`config.mk`:
```
export PLATFORM = sky130hd
export DESIGN_NAME = dual_sensor_align_step_counter
export DESIGN_NICKNAME = d
export VERILOG_FILES = /design/src/rtl/core/dsa_pkg.sv /design/src/rtl/core/dsa_csr.sv /design/src/rtl/core/dsa_fifo.sv /design/src/rtl/core/dsa_pair_unit.sv /design/src/rtl/core/dual_sensor_align_step_counter.sv
export SDC_FILE = /design/constraint.sdc
export NUM_CORES = 1
export LEC_CHECK = 0
export ABC_AREA = 1
export BUFFER_PORTS_ARGS = -buffer_cell sky130_fd_sc_hd__buf_4
export CAP_MARGIN = 10
export CORE_UTILIZATION = 65
export DETAILED_ROUTE_END_ITERATION = 6
export PLACE_DENSITY = 0.9
export SLEW_MARGIN = 10
export SYNTH_ARGS = -nofsm -noshare
export SYNTH_HDL_FRONTEND = slang
export SYNTH_SLANG_ARGS = --single-unit
```
`constraint.sdc`:
```
create_clock -name clock -period 7.7 [get_ports clock]
set_clock_uncertainty 0.1 [all_clocks]
set_input_delay 0.77 -clock clock [delete_from_list [all_inputs] [get_ports clock]]
set_output_delay 0.77 -clock clock [all_outputs]
set_load 0.1 [all_outputs]
```
`src/rtl/core/dsa_pkg.sv`:
```
// Package for the dual sensor step counter: sizes, codes, state and bus types.
// Used by every module under rtl/core; depends on nothing else.
`timescale 1ns / 1ps

package dsa_pkg;

   localparam int FIFO_DEPTH = 16;
   localparam int PTR_W      = $clog2(FIFO_DEPTH);
   localparam int FILL_W     = $clog2(FIFO_DEPTH + 1);

   localparam int SEC_W      = 6;
   localparam int VAL_W      = 16;
   localparam int ENTRY_W    = SEC_W + VAL_W;
   localparam int SUM_W      = 20;
   localparam int CFG_W      = 18;
   localparam int GAIN_W     = 3;
   localparam int DROP_W     = 6;
   localparam int MIN_W      = 8;
   localparam int DAY_W      = 16;

   localparam logic [SEC_W-1:0]  LAST_SECOND        = 6'd59;
   localparam logic [SEC_W-1:0]  SECONDS_PER_MINUTE = 6'd60;
   localparam logic [DROP_W-1:0] DROP_MAX           = '1;
   localparam logic [MIN_W-1:0]  MIN_MAX            = '1;
   localparam logic [DAY_W-1:0]  DAY_MAX            = '1;

   localparam int REQ_DATA_W = 24;
   localparam int REQ_USER_W = 2;
   localparam int RSP_DATA_W = 48;
   localparam int CSR_ADDR_W = 4;
   localparam int CSR_DATA_W = 32;

   localparam logic signed [CFG_W-1:0]  LIMIT_RESET   = -18'sd2000;
   localparam logic signed [CFG_W-1:0]  RELEASE_RESET = 18'sd0;
   localparam logic        [GAIN_W-1:0] GAIN_RESET    = 3'd3;

   typedef enum logic [1:0] {
      REG_LIMIT_LEVEL = 2'd0,
      REG_REARM_LEVEL = 2'd1,
      REG_ARM_GAIN    = 2'd2
   } reg_index_type;

   typedef enum logic [2:0] {
      ST_IDLE,
      ST_PUSH,
      ST_READ,
      ST_ALIGN,
      ST_FINISH
   } state_type;

   typedef struct packed {
      logic signed [CFG_W-1:0] limit_level;
      logic signed [CFG_W-1:0] rearm_level;
      logic [GAIN_W-1:0]       arm_gain;
   } cfg_type;

   typedef struct packed {
      logic push;
      logic pop;
      logic rd;
   } fifo_ctl_type;

   typedef struct packed {
      logic equal;
      logic drop_leg;
      logic below_limit;
      logic at_release;
   } pair_result_type;

endpackage

```
`src/rtl/core/dsa_csr.sv`:
```
// APB-style register file: step limit level, re-arm level, arm_gain.
// Depends on dsa_pkg.
`timescale 1ns / 1ps

module dsa_csr
   import dsa_pkg::*;
(
   input  logic                  clock,
   input  logic                  reset,
   input  logic                  csr_psel,
   input  logic                  csr_penable,
   input  logic                  csr_pwrite,
   input  logic [CSR_ADDR_W-1:0] csr_paddr,
   input  logic [CSR_DATA_W-1:0] csr_pwdata,
   output logic [CSR_DATA_W-1:0] csr_prdata,
   output logic                  csr_pready,
   output cfg_type               cfg
);

   cfg_type       cfg_ff, cfg_in;
   reg_index_type index;
   logic          wr_en;

   assign index      = reg_index_type'(csr_paddr[CSR_ADDR_W-1:2]);
   assign wr_en      = csr_psel && csr_penable && csr_pwrite;
   assign csr_pready = 1'b1;
   assign cfg        = cfg_ff;

   always_comb begin
      cfg_in = cfg_ff;
      if (wr_en) begin
         unique case (index)
            REG_LIMIT_LEVEL: cfg_in.limit_level = signed'(csr_pwdata[CFG_W-1:0]);
            REG_REARM_LEVEL: cfg_in.rearm_level = signed'(csr_pwdata[CFG_W-1:0]);
            REG_ARM_GAIN:    cfg_in.arm_gain    = csr_pwdata[GAIN_W-1:0];
            default:         cfg_in = cfg_ff;
         endcase
      end
   end

   always_comb begin
      unique case (index)
         REG_LIMIT_LEVEL: begin
            csr_prdata = CSR_DATA_W'(cfg_ff.limit_level);
         end
         REG_REARM_LEVEL: begin
            csr_prdata = CSR_DATA_W'(cfg_ff.rearm_level);
         end
         REG_ARM_GAIN: begin
            csr_prdata = CSR_DATA_W'(cfg_ff.arm_gain);
         end
         default: begin
            csr_prdata = '0;
         end
      endcase
   end

   always_ff @(posedge clock) begin
      if (reset) begin
         cfg_ff.limit_level <= LIMIT_RESET;
         cfg_ff.rearm_level <= RELEASE_RESET;
         cfg_ff.arm_gain    <= GAIN_RESET;
      end else begin
         cfg_ff <= cfg_in;
      end
   end

endmodule

```
`src/rtl/core/dsa_fifo.sv`:
```
// Sample FIFO with a registered head read port.
// Depends on dsa_pkg; instantiated once per sensor.
`timescale 1ns / 1ps

module dsa_fifo
   import dsa_pkg::*;
(
   input  logic               clock,
   input  logic               reset,
   input  fifo_ctl_type       ctl,
   input  logic [ENTRY_W-1:0] wr_data,
   output logic [ENTRY_W-1:0] head_data,
   output logic [FILL_W-1:0]  fill
);

   logic [ENTRY_W-1:0] mem [FIFO_DEPTH];
   logic [ENTRY_W-1:0] head_data_ff;
   logic [PTR_W-1:0]   head_ff, head_in;
   logic [PTR_W-1:0]   tail_ff, tail_in;
   logic [FILL_W-1:0]  fill_ff, fill_in;

   assign head_data = head_data_ff;
   assign fill      = fill_ff;

   always_comb begin
      head_in = head_ff;
      tail_in = tail_ff;
      fill_in = fill_ff;
      if (ctl.push) begin
         tail_in = (tail_ff == PTR_W'(FIFO_DEPTH - 1)) ? '0 : tail_ff + 1'b1;
      end
      if (ctl.pop) begin
         head_in = (head_ff == PTR_W'(FIFO_DEPTH - 1)) ? '0 : head_ff + 1'b1;
      end
      if (ctl.push && !ctl.pop) begin
         fill_in = fill_ff + 1'b1;
      end else if (ctl.pop && !ctl.push) begin
         fill_in = fill_ff - 1'b1;
      end
   end

   always_ff @(posedge clock) begin
      if (ctl.push) begin
         mem[tail_ff] <= wr_data;
      end
      if (ctl.rd) begin
         head_data_ff <= mem[head_ff];
      end
   end

   always_ff @(posedge clock) begin
      if (reset) begin
         head_ff <= '0;
         tail_ff <= '0;
         fill_ff <= '0;
      end else begin
         head_ff <= head_in;
         tail_ff <= tail_in;
         fill_ff <= fill_in;
      end
   end

endmodule

```
`src/rtl/core/dsa_pair_unit.sv`:
```
// Shared head compare unit: stamp alignment with minute wrap, weighted sum
// and threshold compares. Depends on dsa_pkg.
`timescale 1ns / 1ps

module dsa_pair_unit
   import dsa_pkg::*;
(
   input  logic [ENTRY_W-1:0] leg_entry,
   input  logic [ENTRY_W-1:0] arm_entry,
   input  cfg_type            cfg,
   output pair_result_type    result
);

   logic [SEC_W-1:0]        leg_sec, arm_sec;
   logic signed [VAL_W-1:0] leg_val, arm_val;
   logic signed [SUM_W-1:0] weighted;
   logic signed [SUM_W-1:0] sum;

   assign leg_sec = leg_entry[ENTRY_W-1:VAL_W];
   assign arm_sec = arm_entry[ENTRY_W-1:VAL_W];
   assign leg_val = signed'(leg_entry[VAL_W-1:0]);
   assign arm_val = signed'(arm_entry[VAL_W-1:0]);

   assign weighted = SUM_W'(signed'({1'b0, cfg.arm_gain})) * SUM_W'(arm_val);
   assign sum      = SUM_W'(leg_val) + weighted;

   always_comb begin
      result.equal       = (leg_sec == arm_sec);
      result.below_limit = (sum < SUM_W'(cfg.limit_level));
      result.at_release  = (sum >= SUM_W'(cfg.rearm_level));
      // 59 is older than anything except 58 (minute wrap)
      priority if (leg_sec == LAST_SECOND && arm_sec != LAST_SECOND - 1'b1) begin
         result.drop_leg = 1'b1;
      end else if (arm_sec == LAST_SECOND && leg_sec != LAST_SECOND - 1'b1) begin
         result.drop_leg = 1'b0;
      end else begin
         result.drop_leg = (leg_sec <= arm_sec);
      end
   end

endmodule

```
`src/rtl/core/dual_sensor_align_step_counter.sv`:
```
// Top level of the dual sensor step counter: sequencer, counters, result register.
// Depends on dsa_pkg, dsa_csr, dsa_fifo and dsa_pair_unit.
//
// Usage:
//   req channel: one transfer per item. req_tuser carries command (tick or
//   sample) and sensor_side; req_tdata carries the seconds stamp and value.
//   rsp channel: exactly one result transfer per item, in order.
//   csr port: APB-style writes of the step limit level (0x0), the re-arm
//   level (0x4) and arm_gain (0x8); write only while the block is idle.
// Sequence:
//   A tick goes from ST_IDLE straight to ST_FINISH. A sample goes through
//   ST_PUSH and then k head compares (drops plus match), k being at most
//   the combined FIFO fill; each compare is one registered head read from
//   both FIFOs followed by one pass through the shared pair unit.
//   req_tready is high only while no item is in work; the next item is taken
//   while the previous result still waits in the output register.
// Reset: synchronous; clears pointers, fills, counters and the step block.
// Stall: a held result keeps its data; a finished item waits for rsp_tready.
`timescale 1ns / 1ps

module dual_sensor_align_step_counter
   import dsa_pkg::*;
(
   input  logic                  clock,
   input  logic                  reset,
   input  logic                  req_tvalid,
   output logic                  req_tready,
   // [5:0] sample_second, [21:6] sample_value, [23:22] zero
   input  logic [REQ_DATA_W-1:0] req_tdata,
   // [0] command, [1] sensor_side
   input  logic [REQ_USER_W-1:0] req_tuser,
   output logic                  rsp_tvalid,
   input  logic                  rsp_tready,
   // [0] pair_matched, [1] step_detected, [7:2] dropped_count,
   // [8] fifo_overflow, [16:9] minute_steps, [24:17] previous_minute_steps,
   // [40:25] daily_steps, [47:41] zero
   output logic [RSP_DATA_W-1:0] rsp_tdata,
   input  logic                  csr_psel,
   input  logic                  csr_penable,
   input  logic                  csr_pwrite,
   input  logic [CSR_ADDR_W-1:0] csr_paddr,
   input  logic [CSR_DATA_W-1:0] csr_pwdata,
   output logic [CSR_DATA_W-1:0] csr_prdata,
   output logic                  csr_pready
);

   cfg_type         cfg;
   fifo_ctl_type    leg_ctl, arm_ctl;
   logic [ENTRY_W-1:0] leg_head, arm_head;
   logic [FILL_W-1:0]  leg_fill, arm_fill;
   pair_result_type pair;

   state_type          state_ff, state_in;
   logic               side_ff, side_in;
   logic [ENTRY_W-1:0] entry_ff, entry_in;
   logic               matched_ff, matched_in;
   logic               detected_ff, detected_in;
   logic [DROP_W-1:0]  dropped_ff, dropped_in;
   logic               overflow_ff, overflow_in;
   logic               blocked_ff, blocked_in;
   logic [MIN_W-1:0]   minute_ff, minute_in;
   logic [MIN_W-1:0]   last_minute_ff, last_minute_in;
   logic [DAY_W-1:0]   daily_ff, daily_in;
   logic [SEC_W-1:0]   second_ff, second_in;
   logic               rsp_valid_ff, rsp_valid_in;
   logic [RSP_DATA_W-1:0] rsp_data_ff, rsp_data_in;
   logic               is_step;

   dsa_csr u_csr (
      .clock       (clock),
      .reset       (reset),
      .csr_psel    (csr_psel),
      .csr_penable (csr_penable),
      .csr_pwrite  (csr_pwrite),
      .csr_paddr   (csr_paddr),
      .csr_pwdata  (csr_pwdata),
      .csr_prdata  (csr_prdata),
      .csr_pready  (csr_pready),
      .cfg         (cfg)
   );

   dsa_fifo u_leg_fifo (
      .clock     (clock),
      .reset     (reset),
      .ctl       (leg_ctl),
      .wr_data   (entry_ff),
      .head_data (leg_head),
      .fill      (leg_fill)
   );

   dsa_fifo u_arm_fifo (
      .clock     (clock),
      .reset     (reset),
      .ctl       (arm_ctl),
      .wr_data   (entry_ff),
      .head_data (arm_head),
      .fill      (arm_fill)
   );

   dsa_pair_unit u_pair (
      .leg_entry (leg_head),
      .arm_entry (arm_head),
      .cfg       (cfg),
      .result    (pair)
   );

   assign req_tready = (state_ff == ST_IDLE);
   assign rsp_tvalid = rsp_valid_ff;
   assign rsp_tdata  = rsp_data_ff;
   assign is_step    = pair.below_limit && !blocked_ff;

   always_comb begin
      state_in       = state_ff;
      side_in        = side_ff;
      entry_in       = entry_ff;
      matched_in     = matched_ff;
      detected_in    = detected_ff;
      dropped_in     = dropped_ff;
      overflow_in    = overflow_ff;
      blocked_in     = blocked_ff;
      minute_in      = minute_ff;
      last_minute_in = last_minute_ff;
      daily_in       = daily_ff;
      second_in      = second_ff;
      rsp_valid_in   = rsp_valid_ff && !rsp_tready;
      rsp_data_in    = rsp_data_ff;
      leg_ctl        = '0;
      arm_ctl        = '0;

      unique case (state_ff)
         ST_IDLE: begin
            if (req_tvalid) begin
               side_in     = req_tuser[1];
               entry_in    = {req_tdata[SEC_W-1:0], req_tdata[SEC_W+VAL_W-1:SEC_W]};
               matched_in  = 1'b0;
               detected_in = 1'b0;
               dropped_in  = '0;
               overflow_in = 1'b0;
               if (req_tuser[0]) begin
                  if (second_ff < SECONDS_PER_MINUTE) begin
                     second_in = second_ff + 1'b1;
                  end else begin
                     last_minute_in = minute_ff;
                     minute_in      = '0;
                     second_in      = '0;
                  end
                  state_in = ST_FINISH;
               end else begin
                  state_in = ST_PUSH;
               end
            end
         end
         ST_PUSH: begin
            if (side_ff) begin
               if (arm_fill == FILL_W'(FIFO_DEPTH)) begin
                  overflow_in = 1'b1;
               end else begin
                  arm_ctl.push = 1'b1;
               end
            end else begin
               if (leg_fill == FILL_W'(FIFO_DEPTH)) begin
                  overflow_in = 1'b1;
               end else begin
                  leg_ctl.push = 1'b1;
               end
            end
            state_in = ST_READ;
         end
         ST_READ: begin
            if (leg_fill != '0 && arm_fill != '0) begin
               leg_ctl.rd = 1'b1;
               arm_ctl.rd = 1'b1;
               state_in   = ST_ALIGN;
            end else begin
               state_in = ST_FINISH;
            end
         end
         ST_ALIGN: begin
            if (pair.equal) begin
               leg_ctl.pop = 1'b1;
               arm_ctl.pop = 1'b1;
               matched_in  = 1'b1;
               if (is_step) begin
                  detected_in = 1'b1;
                  blocked_in  = 1'b1;
                  if (minute_ff != MIN_MAX) begin
                     minute_in = minute_ff + 1'b1;
                  end
                  if (daily_ff != DAY_MAX) begin
                     daily_in = daily_ff + 1'b1;
                  end
               end
               if (pair.at_release) begin
                  blocked_in = 1'b0;
               end
            end else begin
               if (pair.drop_leg) begin
                  leg_ctl.pop = 1'b1;
               end else begin
                  arm_ctl.pop = 1'b1;
               end
               if (dropped_ff != DROP_MAX) begin
                  dropped_in = dropped_ff + 1'b1;
               end
            end
            state_in = ST_READ;
         end
         ST_FINISH: begin
            if (!rsp_valid_ff || rsp_tready) begin
               rsp_valid_in = 1'b1;
               rsp_data_in  = {7'b0, daily_ff, last_minute_ff, minute_ff, overflow_ff,
                               dropped_ff, detected_ff, matched_ff};
               state_in     = ST_IDLE;
            end
         end
         default: begin
            state_in = ST_IDLE;
         end
      endcase
   end

   always_ff @(posedge clock) begin
      if (reset) begin
         state_ff       <= ST_IDLE;
         blocked_ff     <= 1'b0;
         minute_ff      <= '0;
         last_minute_ff <= '0;
         daily_ff       <= '0;
         second_ff      <= '0;
         rsp_valid_ff   <= 1'b0;
      end else begin
         state_ff       <= state_in;
         blocked_ff     <= blocked_in;
         minute_ff      <= minute_in;
         last_minute_ff <= last_minute_in;
         daily_ff       <= daily_in;
         second_ff      <= second_in;
         rsp_valid_ff   <= rsp_valid_in;
      end
   end

   always_ff @(posedge clock) begin
      side_ff     <= side_in;
      entry_ff    <= entry_in;
      matched_ff  <= matched_in;
      detected_ff <= detected_in;
      dropped_ff  <= dropped_in;
      overflow_ff <= overflow_in;
      rsp_data_ff <= rsp_data_in;
   end

endmodule

```
==> report_table.html, run 1 <==
<table>
<tr><th>Metric</th><th>Value</th></tr>
<tr><th colspan="2">Run status</th></tr>
<tr><td>Outcome</td><td>completed</td></tr>
<tr><th colspan="2">Global routing</th></tr>
<tr><td>Wire length of the first global-routing pass</td><td>149000 µm</td></tr>
<tr><td>GRT overflow</td><td>0</td></tr>
<tr><td>Tot GR Track Use</td><td>0.3128</td></tr>
<tr><td>Initial antenna violation count</td><td>1</td></tr>
<tr><td>Maximum number of pins on one net before global-route repair</td><td>141</td></tr>
<tr><td>Number of global-route vias before repair</td><td>27034</td></tr>
<tr><th colspan="2">Clock network</th></tr>
<tr><td>CTS tree</td><td>yes</td></tr>
<tr><td># Post-CTS Setup Buffers</td><td>0</td></tr>
<tr><td>Clock sinks</td><td>929</td></tr>
<tr><td>Reg clk slew, reported paths</td><td>0.07 ns</td></tr>
<tr><td>Post-cts hold buffer count</td><td>0</td></tr>
<tr><td>Maximum buffer depth of the clock tree</td><td>3</td></tr>
<tr><td>Cell at the root of the clock tree</td><td>sky130_fd_sc_hd__clkbuf_16</td></tr>
<tr><td>H-tree depth</td><td>3</td></tr>
<tr><td>Clk_lat worst skew</td><td>0.68 ns</td></tr>
<tr><td>Clock buffer count from CTS</td><td>88</td></tr>
<tr><td>CTS resizes</td><td>0</td></tr>
<tr><th colspan="2">Setup path</th></tr>
<tr><td>R2R Setup Slk</td><td>1.53 ns</td></tr>
<tr><td>Endpoint required time on the critical path</td><td>8.18 ns</td></tr>
<tr><td>Maximum fanout count along the critical path</td><td>18</td></tr>
<tr><td>R2R Path End</td><td>daily_ff[8]</td></tr>
<tr><td>Number of cells traversed by the worst register-to-register path</td><td>28</td></tr>
<tr><td>Crit path max-delay family</td><td>adder cells</td></tr>
<tr><td>RR Startpoint</td><td>u_csr.cfg[2]</td></tr>
<tr><td>Startpoint kind of the worst setup timing path</td><td>flip-flop</td></tr>
<tr><td>Kind of critical path</td><td>reg2reg</td></tr>
<tr><td>Critical-path cell with the highest stage delay</td><td>sky130_fd_sc_hd__dfxtp_1</td></tr>
<tr><td>Worst Setup End Kind</td><td>flip-flop</td></tr>
<tr><td>WP buf/inv</td><td>5</td></tr>
<tr><td>Data arrival time at the worst-slack endpoint</td><td>6.65 ns</td></tr>
<tr><td>Delay of the slowest cell on the worst path</td><td>0.78 ns</td></tr>
<tr><td>Cell repeated most along the worst path</td><td>sky130_fd_sc_hd__nand2_1</td></tr>
<tr><th colspan="2">Flow run</th></tr>
<tr><td>Max-capacitance violation count</td><td>0</td></tr>
<tr><th colspan="2">Yosys</th></tr>
<tr><td>Top cells by area, synth</td><td>sky130_fd_sc_hd__edfxtp_1 62%, sky130_fd_sc_hd__dfxtp_1 5.4%, sky130_fd_sc_hd__nor2_1 4.9%</td></tr>
<tr><td>Number of cells produced by synthesis</td><td>3291</td></tr>
<tr><td>Synthesized area</td><td>0.03985 mm²</td></tr>
<tr><td>Post-synthesis average cell area</td><td>12.11 µm²</td></tr>
<tr><td>Cell with the most instances after synthesis</td><td>sky130_fd_sc_hd__edfxtp_1</td></tr>
<tr><td>Synth top cells by count</td><td>821 x sky130_fd_sc_hd__edfxtp_1, 518 x sky130_fd_sc_hd__nor2_1, 327 x sky130_fd_sc_hd__nand2_1</td></tr>
<tr><td>Yosys warning total</td><td>0</td></tr>
<tr><td>Prevailing post-synth register cell</td><td>sky130_fd_sc_hd__edfxtp_1</td></tr>
<tr><td>Number of synthesized flops with an enable pin</td><td>821</td></tr>
<tr><td>Top cell type's share of synthesized area</td><td>0.6187</td></tr>
<tr><td>Seq/Total Area, Yosys</td><td>0.6730</td></tr>
<tr><td>Cell variety after synth</td><td>51</td></tr>
<tr><td>Share of synthesized flip-flops with an asynchronous set or reset</td><td>0</td></tr>
<tr><td>Cell taking the most area after synthesis</td><td>sky130_fd_sc_hd__edfxtp_1</td></tr>
<tr><td>Flops &amp; latches, synth</td><td>929</td></tr>
<tr><th colspan="2">Routing</th></tr>
<tr><td>Total number of vias</td><td>27440</td></tr>
<tr><td>Post-detailed-route via-to-cell ratio</td><td>6.505</td></tr>
<tr><td>First-pass DRT Iterations</td><td>6</td></tr>
<tr><td>First DRT Iteration DRCs</td><td>3900</td></tr>
<tr><td>Detail Route Antenna Nets</td><td>0</td></tr>
<tr><td>Detailed-route wire length</td><td>97950 µm</td></tr>
<tr><td>Routed wire length per instance</td><td>23.22 µm</td></tr>
<tr><td>DRC errors left</td><td>0</td></tr>
<tr><th colspan="2">Cells and area</th></tr>
<tr><td>Syn-to-layout area delta</td><td>11.22%</td></tr>
<tr><td>Net total in the final layout</td><td>3574</td></tr>
<tr><td>Ratio of cells with drive above 1 in the final layout</td><td>0.1039</td></tr>
<tr><td>Antenna cell count</td><td>0</td></tr>
<tr><td>Core Util, Final</td><td>0.7329</td></tr>
<tr><th colspan="2">Min path</th></tr>
<tr><td>Hold Path End</td><td>entry_ff[4]</td></tr>
<tr><td>Hold Crit Class</td><td>in2reg</td></tr>
<tr><td>Hold Crit Depth</td><td>1</td></tr>
<tr><td>Hold path startpoint</td><td>req_tdata[10]</td></tr>
<tr><th colspan="2">Place</th></tr>
<tr><td>Total of buffers placed on input and output ports</td><td>125</td></tr>
<tr><td>DP Wirelength</td><td>53470 µm</td></tr>
<tr><td>GP Congestion</td><td>0.8706</td></tr>
<tr><th colspan="2">STA</th></tr>
<tr><td>Hold Vio Cnt, Final</td><td>0</td></tr>
<tr><td>Tmin final</td><td>6.166 ns</td></tr>
<tr><td>Final setup vio count</td><td>0</td></tr>
<tr><td>Achievable frequency</td><td>0.1622 GHz</td></tr>
<tr><td>Post-route clock period utilization</td><td>0.8008</td></tr>
<tr><td>Unrepaired setup endpoints after global routing</td><td>false</td></tr>
<tr><td>Relative slew margins</td><td>0.1650</td></tr>
<tr><td>Transition at the pin with the smallest max-transition slack</td><td>1.252 ns</td></tr>
<tr><td>Total negative slack for setup checks</td><td>0 ns</td></tr>
<tr><td>Count of pins over their slew limit</td><td>0</td></tr>
<tr><th colspan="2">Die</th></tr>
<tr><td>Die area</td><td>0.06230 mm²</td></tr>
<tr><td>Width of the die</td><td>249.6 µm</td></tr>
<tr><td>Initial cell density of the core</td><td>0.6589</td></tr>
<tr><td>Core Box Area</td><td>0.06047 mm²</td></tr>
<tr><td>IO Pins</td><td>152</td></tr>
<tr><td>Number of core rows</td><td>90</td></tr>
<tr><td>Y dimension of the die</td><td>249.6 µm</td></tr>
<tr><th colspan="2">Pwr</th></tr>
<tr><td>Leakage power figure</td><td>15.81 nW</td></tr>
<tr><td>Peak supply drop</td><td>0.2049 mV</td></tr>
<tr><td>Pwr per Cell Area</td><td>237.4 mW/mm²</td></tr>
</table>
-- layer usage --
layer  track usage  vias to the layer above  share of wire
met1        0.3919                    12965           0.34
li1              -                    11908              -
met3       0.06706                      392           0.12
met2        0.5139                     2173           0.48
met5             0                        -        0.00017
met4        0.1668                        2          0.052
-- worst register-to-register path: cells and delay by family, from the launching register on --
| family | cells | cell delay, ns |
|---|---|---|
| fa+ha+maj | 5 | 1.93 |
| simple gates | 11 | 1.60 |
| compound gates | 6 | 1.16 |
| flops | 1 | 0.78 |
| buf+inv | 5 | 0.32 |
| xor+xnor | 1 | 0.24 |
-- report_power, final --
group          switching, mW  internal [mW]  leakage [nW]  total [mW]
logic                  0.383          0.151          6.10       0.534
clock network           1.90           2.43          1.41        4.33
registers              0.102           5.55          8.30        5.65
-- cell families (layout without fill, tap and decap cells) --
family                     Yosys count  count (layout)  share of synthesized area
buffers and inverters              470             609                    0.04713
other                                2               8                  0.0001885
adders and majority gates          142             142                    0.05118
xor gates and xnor gates            29              29                   0.006374
DFF                                929             929                     0.6730
AOI/OAI and AO/OA                  609             609                    0.09709
muxes                               76              76                    0.01909
and+or+nand+nor                   1034            1034                     0.1060
-- stage by stage --
step                hold WS (ns)  setup slack (ns)  instance area [µm²]  power [mW]  cells
floorplan                 0.3003             2.439                39870       6.114   3297
CTS                       0.1420             1.582                44320       10.52   4218
global route              0.1512             1.067                44320       10.75   4218
global placement          0.3032             1.776                41450       6.256   4055
detailed placement        0.3111             1.610                41450       6.280   4055
finish                    0.1701             1.534                44320       10.52   4218
-- cell usage in the layout, fill, tap and decap left out, drive strengths merged, types with 35 or more instances in the layout --
cell / count
fa: 35
o32ai: 100
ha: 107
inv: 284
mux2i: 76
nand2: 331
a21oi: 104
nor2: 526
nand3: 127
edfxtp: 821
o221ai: 79
buf: 159
o21ai: 260
clkbuf: 104
clkinv: 52
dfxtp: 108
-- area by class of cell --
cell class / count / area [µm²]
Fill cell: 3402 / 16150
Tap cell: 782 / 978.4
Multi-Input combinational cell: 1898 / 11350
Sequential cell: 929 / 26830
Clock buffer: 104 / 2272
Clock inverter: 59 / 596.8
Timing Repair Buffer: 159 / 1206
Inverter: 287 / 1082
-- worst max-delay path by stage --
stage                       startpoint           end  slack, ns  cells past startpoint
after floorplan           u_csr.cfg[1]  daily_ff[13]       2.44                     33
after global placement    u_csr.cfg[1]   daily_ff[8]       1.78                     30
after detailed placement  u_csr.cfg[2]   daily_ff[8]       1.61                     30
after CTS                 u_csr.cfg[2]   daily_ff[8]       1.58                     30
after global routing      u_csr.cfg[2]   daily_ff[8]       1.07                     30
final                     u_csr.cfg[2]   daily_ff[8]       1.53                     28
-- flip-flops by register name, summed over array words and instances, names as in the netlist, 5 cells and up --
| name | flops |
|---|---|
| daily_ff | 16 |
| u_leg_fifo.fill | 5 |
| second_ff | 6 |
| u_leg_fifo.head_data | 22 |
| u_arm_fifo.head_data | 22 |
| last_minute_ff | 8 |
| u_leg_fifo.mem | 352 |
| u_arm_fifo.mem | 352 |
| u_csr.cfg | 39 |
| rsp_tdata | 41 |
| u_arm_fifo.fill | 5 |
| entry_ff | 22 |
| minute_ff | 8 |
| dropped_ff | 6 |
Power figures use the tool's default switching activity.
==> run 2: changes to the inputs <==
--- a/config.mk
+++ b/config.mk
@@ -5,12 +5,12 @@
 export SDC_FILE = /design/constraint.sdc
 export NUM_CORES = 1
 export LEC_CHECK = 0
-export ABC_AREA = 1
+export ABC_AREA = 0
 export BUFFER_PORTS_ARGS = -buffer_cell sky130_fd_sc_hd__buf_4
 export CAP_MARGIN = 10
-export CORE_UTILIZATION = 65
+export CORE_UTILIZATION = 62
 export DETAILED_ROUTE_END_ITERATION = 6
-export PLACE_DENSITY = 0.9
+export PLACE_DENSITY = 0.87
 export SLEW_MARGIN = 10
 export SYNTH_ARGS = -nofsm -noshare
 export SYNTH_HDL_FRONTEND = slang
==> constraint.sdc (replaced) <==
create_clock -name clock -period 6.4 [get_ports clock]
set_clock_uncertainty 0.1 [all_clocks]
set_input_delay 0.64 -clock clock [delete_from_list [all_inputs] [get_ports clock]]
set_output_delay 0.64 -clock clock [all_outputs]
set_load 0.1 [all_outputs]
==> report_table.html, run 2 <==
<table>
<tr><th>Metric</th><th>Value</th></tr>
<tr><th colspan="2">Run status</th></tr>
<tr><td>Outcome</td><td>completed</td></tr>
<tr><th colspan="2">Yosys</th></tr>
<tr><td>Post-synthesis average cell area</td><td>17.29 µm²</td></tr>
<tr><td>Synth top cells by count</td><td>821 x sky130_fd_sc_hd__edfxtp_1, 220 x sky130_fd_sc_hd__mux4_2, 141 x sky130_fd_sc_hd__inv_1</td></tr>
<tr><td>Top cell type's share of synthesized area</td><td>0.6314</td></tr>
<tr><td>Flops &amp; latches, synth</td><td>929</td></tr>
<tr><td>Number of synthesized flops with an enable pin</td><td>821</td></tr>
<tr><td>Seq/Total Area, Yosys</td><td>0.6868</td></tr>
<tr><td>Number of cells produced by synthesis</td><td>2258</td></tr>
<tr><td>Yosys warning total</td><td>0</td></tr>
<tr><td>Cell taking the most area after synthesis</td><td>sky130_fd_sc_hd__edfxtp_1</td></tr>
<tr><td>Prevailing post-synth register cell</td><td>sky130_fd_sc_hd__edfxtp_1</td></tr>
<tr><td>Cell variety after synth</td><td>76</td></tr>
<tr><td>Cell with the most instances after synthesis</td><td>sky130_fd_sc_hd__edfxtp_1</td></tr>
<tr><td>Top cells by area, synth</td><td>sky130_fd_sc_hd__edfxtp_1 63%, sky130_fd_sc_hd__mux4_2 13%, sky130_fd_sc_hd__dfxtp_1 5.5%</td></tr>
<tr><td>Share of synthesized flip-flops with an asynchronous set or reset</td><td>0</td></tr>
<tr><td>Synthesized area</td><td>0.03905 mm²</td></tr>
<tr><th colspan="2">Setup path</th></tr>
<tr><td>Startpoint kind of the worst setup timing path</td><td>flip-flop</td></tr>
<tr><td>Critical-path cell with the highest stage delay</td><td>sky130_fd_sc_hd__fa_1</td></tr>
<tr><td>Crit path max-delay family</td><td>adder cells</td></tr>
<tr><td>Data arrival time at the worst-slack endpoint</td><td>6.64 ns</td></tr>
<tr><td>Kind of critical path</td><td>reg2reg</td></tr>
<tr><td>Cell repeated most along the worst path</td><td>sky130_fd_sc_hd__ha_1</td></tr>
<tr><td>Maximum fanout count along the critical path</td><td>17</td></tr>
<tr><td>WP buf/inv</td><td>2</td></tr>
<tr><td>R2R Setup Slk</td><td>0.20 ns</td></tr>
<tr><td>Delay of the slowest cell on the worst path</td><td>0.53 ns</td></tr>
<tr><td>Endpoint required time on the critical path</td><td>6.84 ns</td></tr>
<tr><td>Number of cells traversed by the worst register-to-register path</td><td>21</td></tr>
<tr><td>R2R Path End</td><td>daily_ff[14]</td></tr>
<tr><td>RR Startpoint</td><td>u_arm_fifo.head_data[11]</td></tr>
<tr><td>Worst Setup End Kind</td><td>flip-flop</td></tr>
<tr><td>Critical path cell sequence</td><td>and2_1 -&gt; ha_1 -&gt; fa_1 -&gt; inv_1 -&gt; fa_1 -&gt; inv_1 -&gt; ha_1 -&gt; a21o_1 -&gt; a2111o_1 -&gt; a31o_2 -&gt; a31oi_2 -&gt; nor2b_1 -&gt; o21ai_1 -&gt; a21oi_1 -&gt; xnor2_1 -&gt; ha_1 -&gt; or2b_2 -&gt; or4_4 -&gt; and2_4 -&gt; nor4_2 -&gt; mux2_1</td></tr>
<tr><th colspan="2">STA</th></tr>
<tr><td>Hold Vio Cnt, Final</td><td>0</td></tr>
<tr><td>Achievable frequency</td><td>0.1614 GHz</td></tr>
<tr><td>Transition at the pin with the smallest max-transition slack</td><td>1.234 ns</td></tr>
<tr><td>Final setup vio count</td><td>0</td></tr>
<tr><td>Tmin final</td><td>6.196 ns</td></tr>
<tr><td>Worst hold margin</td><td>0.03886 ns</td></tr>
<tr><td>Relative slew margins</td><td>0.1776</td></tr>
<tr><td>Final Worst Setup Slack</td><td>0.2038 ns</td></tr>
<tr><td>Post-route clock period utilization</td><td>0.9682</td></tr>
<tr><td>Count of pins over their slew limit</td><td>0</td></tr>
<tr><th colspan="2">Place</th></tr>
<tr><td>Number of placed instances with taps included</td><td>3150</td></tr>
<tr><td>DP Wirelength</td><td>53260 µm</td></tr>
<tr><td>GP Congestion</td><td>0.8438</td></tr>
<tr><td>Placement-stage worst setup slack</td><td>-0.1243 ns</td></tr>
<tr><td>Total of buffers placed on input and output ports</td><td>125</td></tr>
<tr><th colspan="2">Routing</th></tr>
<tr><td>Detail Route Antenna Nets</td><td>0</td></tr>
<tr><td>Total number of vias</td><td>21713</td></tr>
<tr><td>First DRT Iteration DRCs</td><td>2588</td></tr>
<tr><td>First-pass DRT Iterations</td><td>5</td></tr>
<tr><td>Routed wire length per instance</td><td>28.97 µm</td></tr>
<tr><td>Post-detailed-route via-to-cell ratio</td><td>6.548</td></tr>
<tr><td>Detailed-route wire length</td><td>96070 µm</td></tr>
<tr><td>DRC errors left</td><td>0</td></tr>
<tr><th colspan="2">Cells and area</th></tr>
<tr><td>Net total in the final layout</td><td>2619</td></tr>
<tr><td>Number of standard cells in the layout, taps in and fillers out</td><td>3316</td></tr>
<tr><td>Syn-to-layout area delta</td><td>12.59%</td></tr>
<tr><td>Ratio of cells with drive above 1 in the final layout</td><td>0.2389</td></tr>
<tr><td>Most common cell after layout, fill and taps aside</td><td>sky130_fd_sc_hd__edfxtp_1</td></tr>
<tr><td>Commonest cells after routing, fill and taps aside</td><td>821 x sky130_fd_sc_hd__edfxtp_1, 220 x sky130_fd_sc_hd__mux4_2, 165 x sky130_fd_sc_hd__buf_4</td></tr>
<tr><th colspan="2">Die</th></tr>
<tr><td>Width of the die</td><td>253.0 µm</td></tr>
<tr><td>Number of core rows</td><td>91</td></tr>
<tr><td>Initial cell density of the core</td><td>0.6304</td></tr>
<tr><td>Y dimension of the die</td><td>253.0 µm</td></tr>
<tr><td>Core Box Area</td><td>0.06194 mm²</td></tr>
<tr><td>IO Pins</td><td>152</td></tr>
<tr><td>Die area</td><td>0.06399 mm²</td></tr>
<tr><th colspan="2">Clock network</th></tr>
<tr><td>Clock buffer count from CTS</td><td>90</td></tr>
<tr><td>H-tree depth</td><td>3</td></tr>
<tr><td>CTS tree</td><td>yes</td></tr>
<tr><td>Post-cts hold buffer count</td><td>0</td></tr>
<tr><td>Clock sinks</td><td>929</td></tr>
<tr><td>Reg clk slew, reported paths</td><td>0.06 ns</td></tr>
<tr><td>Maximum buffer depth of the clock tree</td><td>3</td></tr>
<tr><td>Clk_lat worst skew</td><td>0.67 ns</td></tr>
<tr><td>Cell at the root of the clock tree</td><td>sky130_fd_sc_hd__clkbuf_16</td></tr>
<tr><th colspan="2">Global routing</th></tr>
<tr><td>GRT overflow</td><td>0</td></tr>
<tr><td>Tot GR Track Use</td><td>0.3084</td></tr>
<tr><td>Number of global-route vias before repair</td><td>22432</td></tr>
<tr><td>Maximum number of pins on one net before global-route repair</td><td>94</td></tr>
<tr><td>Wire length of the first global-routing pass</td><td>140900 µm</td></tr>
<tr><td>Initial antenna violation count</td><td>4</td></tr>
<tr><th colspan="2">Pwr</th></tr>
<tr><td>Pwr per Cell Area</td><td>287.2 mW/mm²</td></tr>
<tr><td>Total chip power</td><td>12.62 mW</td></tr>
<tr><td>Peak supply drop</td><td>0.2962 mV</td></tr>
<tr><td>Leakage power figure</td><td>14.91 nW</td></tr>
<tr><th colspan="2">Min path</th></tr>
<tr><td>Hold Path End</td><td>entry_ff[7]</td></tr>
<tr><td>Hold path startpoint</td><td>req_tdata[13]</td></tr>
<tr><td>Hold Crit Class</td><td>in2reg</td></tr>
<tr><td>Hold Crit Depth</td><td>1</td></tr>
<tr><th colspan="2">Flow run</th></tr>
<tr><td>Max-capacitance violation count</td><td>0</td></tr>
</table>
-- run 2: changes by cell type after synthesis, sizes merged, moves of 15 or more --
cell / previous run / this run
o221ai: 79 / 1
mux4: 0 / 220
inv: 278 / 141
a21o: 4 / 19
o32ai: 100 / 0
clkbuf: 126 / 53
nand3: 127 / 31
mux2i: 76 / 31
nor2: 526 / 114
a21oi: 104 / 81
and2: 0 / 49
o21ai: 260 / 27
nand2: 331 / 130
-- run 2: power breakdown --
group          internal [mW]  switching, mW
Combinational          0.191          0.401
Sequential              6.68          0.128
Clock                   2.92           2.30
Total                   9.80           2.83
-- run 2: how the worst max path moves through the flow --
| stage | from | endpoint | slack [ns] | cells past startpoint |
|---|---|---|---|---|
| after global routing | u_arm_fifo.head_data[11] | daily_ff[14] | -0.004 | 21 |
| after CTS | u_arm_fifo.head_data[4] | minute_ff[2] | -0.04 | 23 |
| after floorplan | u_csr.cfg[1] | daily_ff[14] | 0.27 | 23 |
| after detailed placement | u_csr.cfg[1] | minute_ff[2] | -0.12 | 23 |
| final | u_arm_fifo.head_data[11] | daily_ff[14] | 0.20 | 21 |
| after global placement | u_csr.cfg[2] | daily_ff[12] | 0.13 | 23 |
-- run 2: kinds of logic after synthesis --
| kind of cell | Yosys count | synth area share |
|---|---|---|
| AOI/OAI and AO/OA | 198 | 0.03339 |
| xor gates and xnor gates | 43 | 0.009645 |
| adders and majority gates | 142 | 0.05223 |
| buffers and inverters | 257 | 0.02762 |
| DFF | 929 | 0.6868 |
| muxes | 256 | 0.1363 |
| other | 2 | 0.0001923 |
| and+or+nand+nor | 431 | 0.05387 |
-- run 2: per-stage QoR --
stage | TNS, ns | cell area, µm² | utilization
finish | 0 | 43960 | 0.7097
global route | -0.004030 | 43960 | 0.7097
CTS | -0.06174 | 43870 | 0.7083
detailed placement | -0.2395 | 40990 | 0.6618
global placement | 0 | 40990 | 0.6618
floorplan | 0 | 39070 | -
-- run 2: area by class of cell --
cell class | instances | area (µm²)
clock inverter | 47 | 456.7
timing repair buffer | 166 | 1259
fill | 3560 | 17980
tap | 837 | 1047
inverter | 143 | 536.8
clock buffer | 115 | 2417
sequential | 929 | 26840
multi-input combinational | 1078 | 11400
antenna | 1 | 2.502
-- run 2: layer usage --
layer / track usage / share of wire
met5: 0 / 0.00043
met1: 0.3755 / 0.35
met3: 0.05479 / 0.088
met2: 0.5377 / 0.52
met4: 0.1434 / 0.046
-- run 2: worst reg2reg max path: stages, from the launching register on --
cell                       delay, ns
sky130_fd_sc_hd__edfxtp_1       0.41
sky130_fd_sc_hd__and2_1         0.18
sky130_fd_sc_hd__ha_1           0.31
sky130_fd_sc_hd__fa_1           0.53
sky130_fd_sc_hd__inv_1          0.05
sky130_fd_sc_hd__fa_1           0.49
sky130_fd_sc_hd__inv_1          0.04
sky130_fd_sc_hd__ha_1           0.30
sky130_fd_sc_hd__a21o_1         0.19
sky130_fd_sc_hd__a2111o_1       0.42
sky130_fd_sc_hd__a31o_2         0.23
sky130_fd_sc_hd__a31oi_2        0.19
sky130_fd_sc_hd__nor2b_1        0.07
sky130_fd_sc_hd__o21ai_1        0.16
sky130_fd_sc_hd__a21oi_1        0.11
sky130_fd_sc_hd__xnor2_1        0.27
sky130_fd_sc_hd__ha_1           0.33
sky130_fd_sc_hd__or2b_2         0.35
sky130_fd_sc_hd__or4_4          0.50
sky130_fd_sc_hd__and2_4         0.23
sky130_fd_sc_hd__nor4_2         0.26
sky130_fd_sc_hd__mux2_1         0.36
-- run 2: what timing repair did --
action                     in CTS  in global routing
setup endpoints to repair       8                 21
pin swaps                       1                  4
setup buffers                   1                  2
gates resized for setup         2                 16
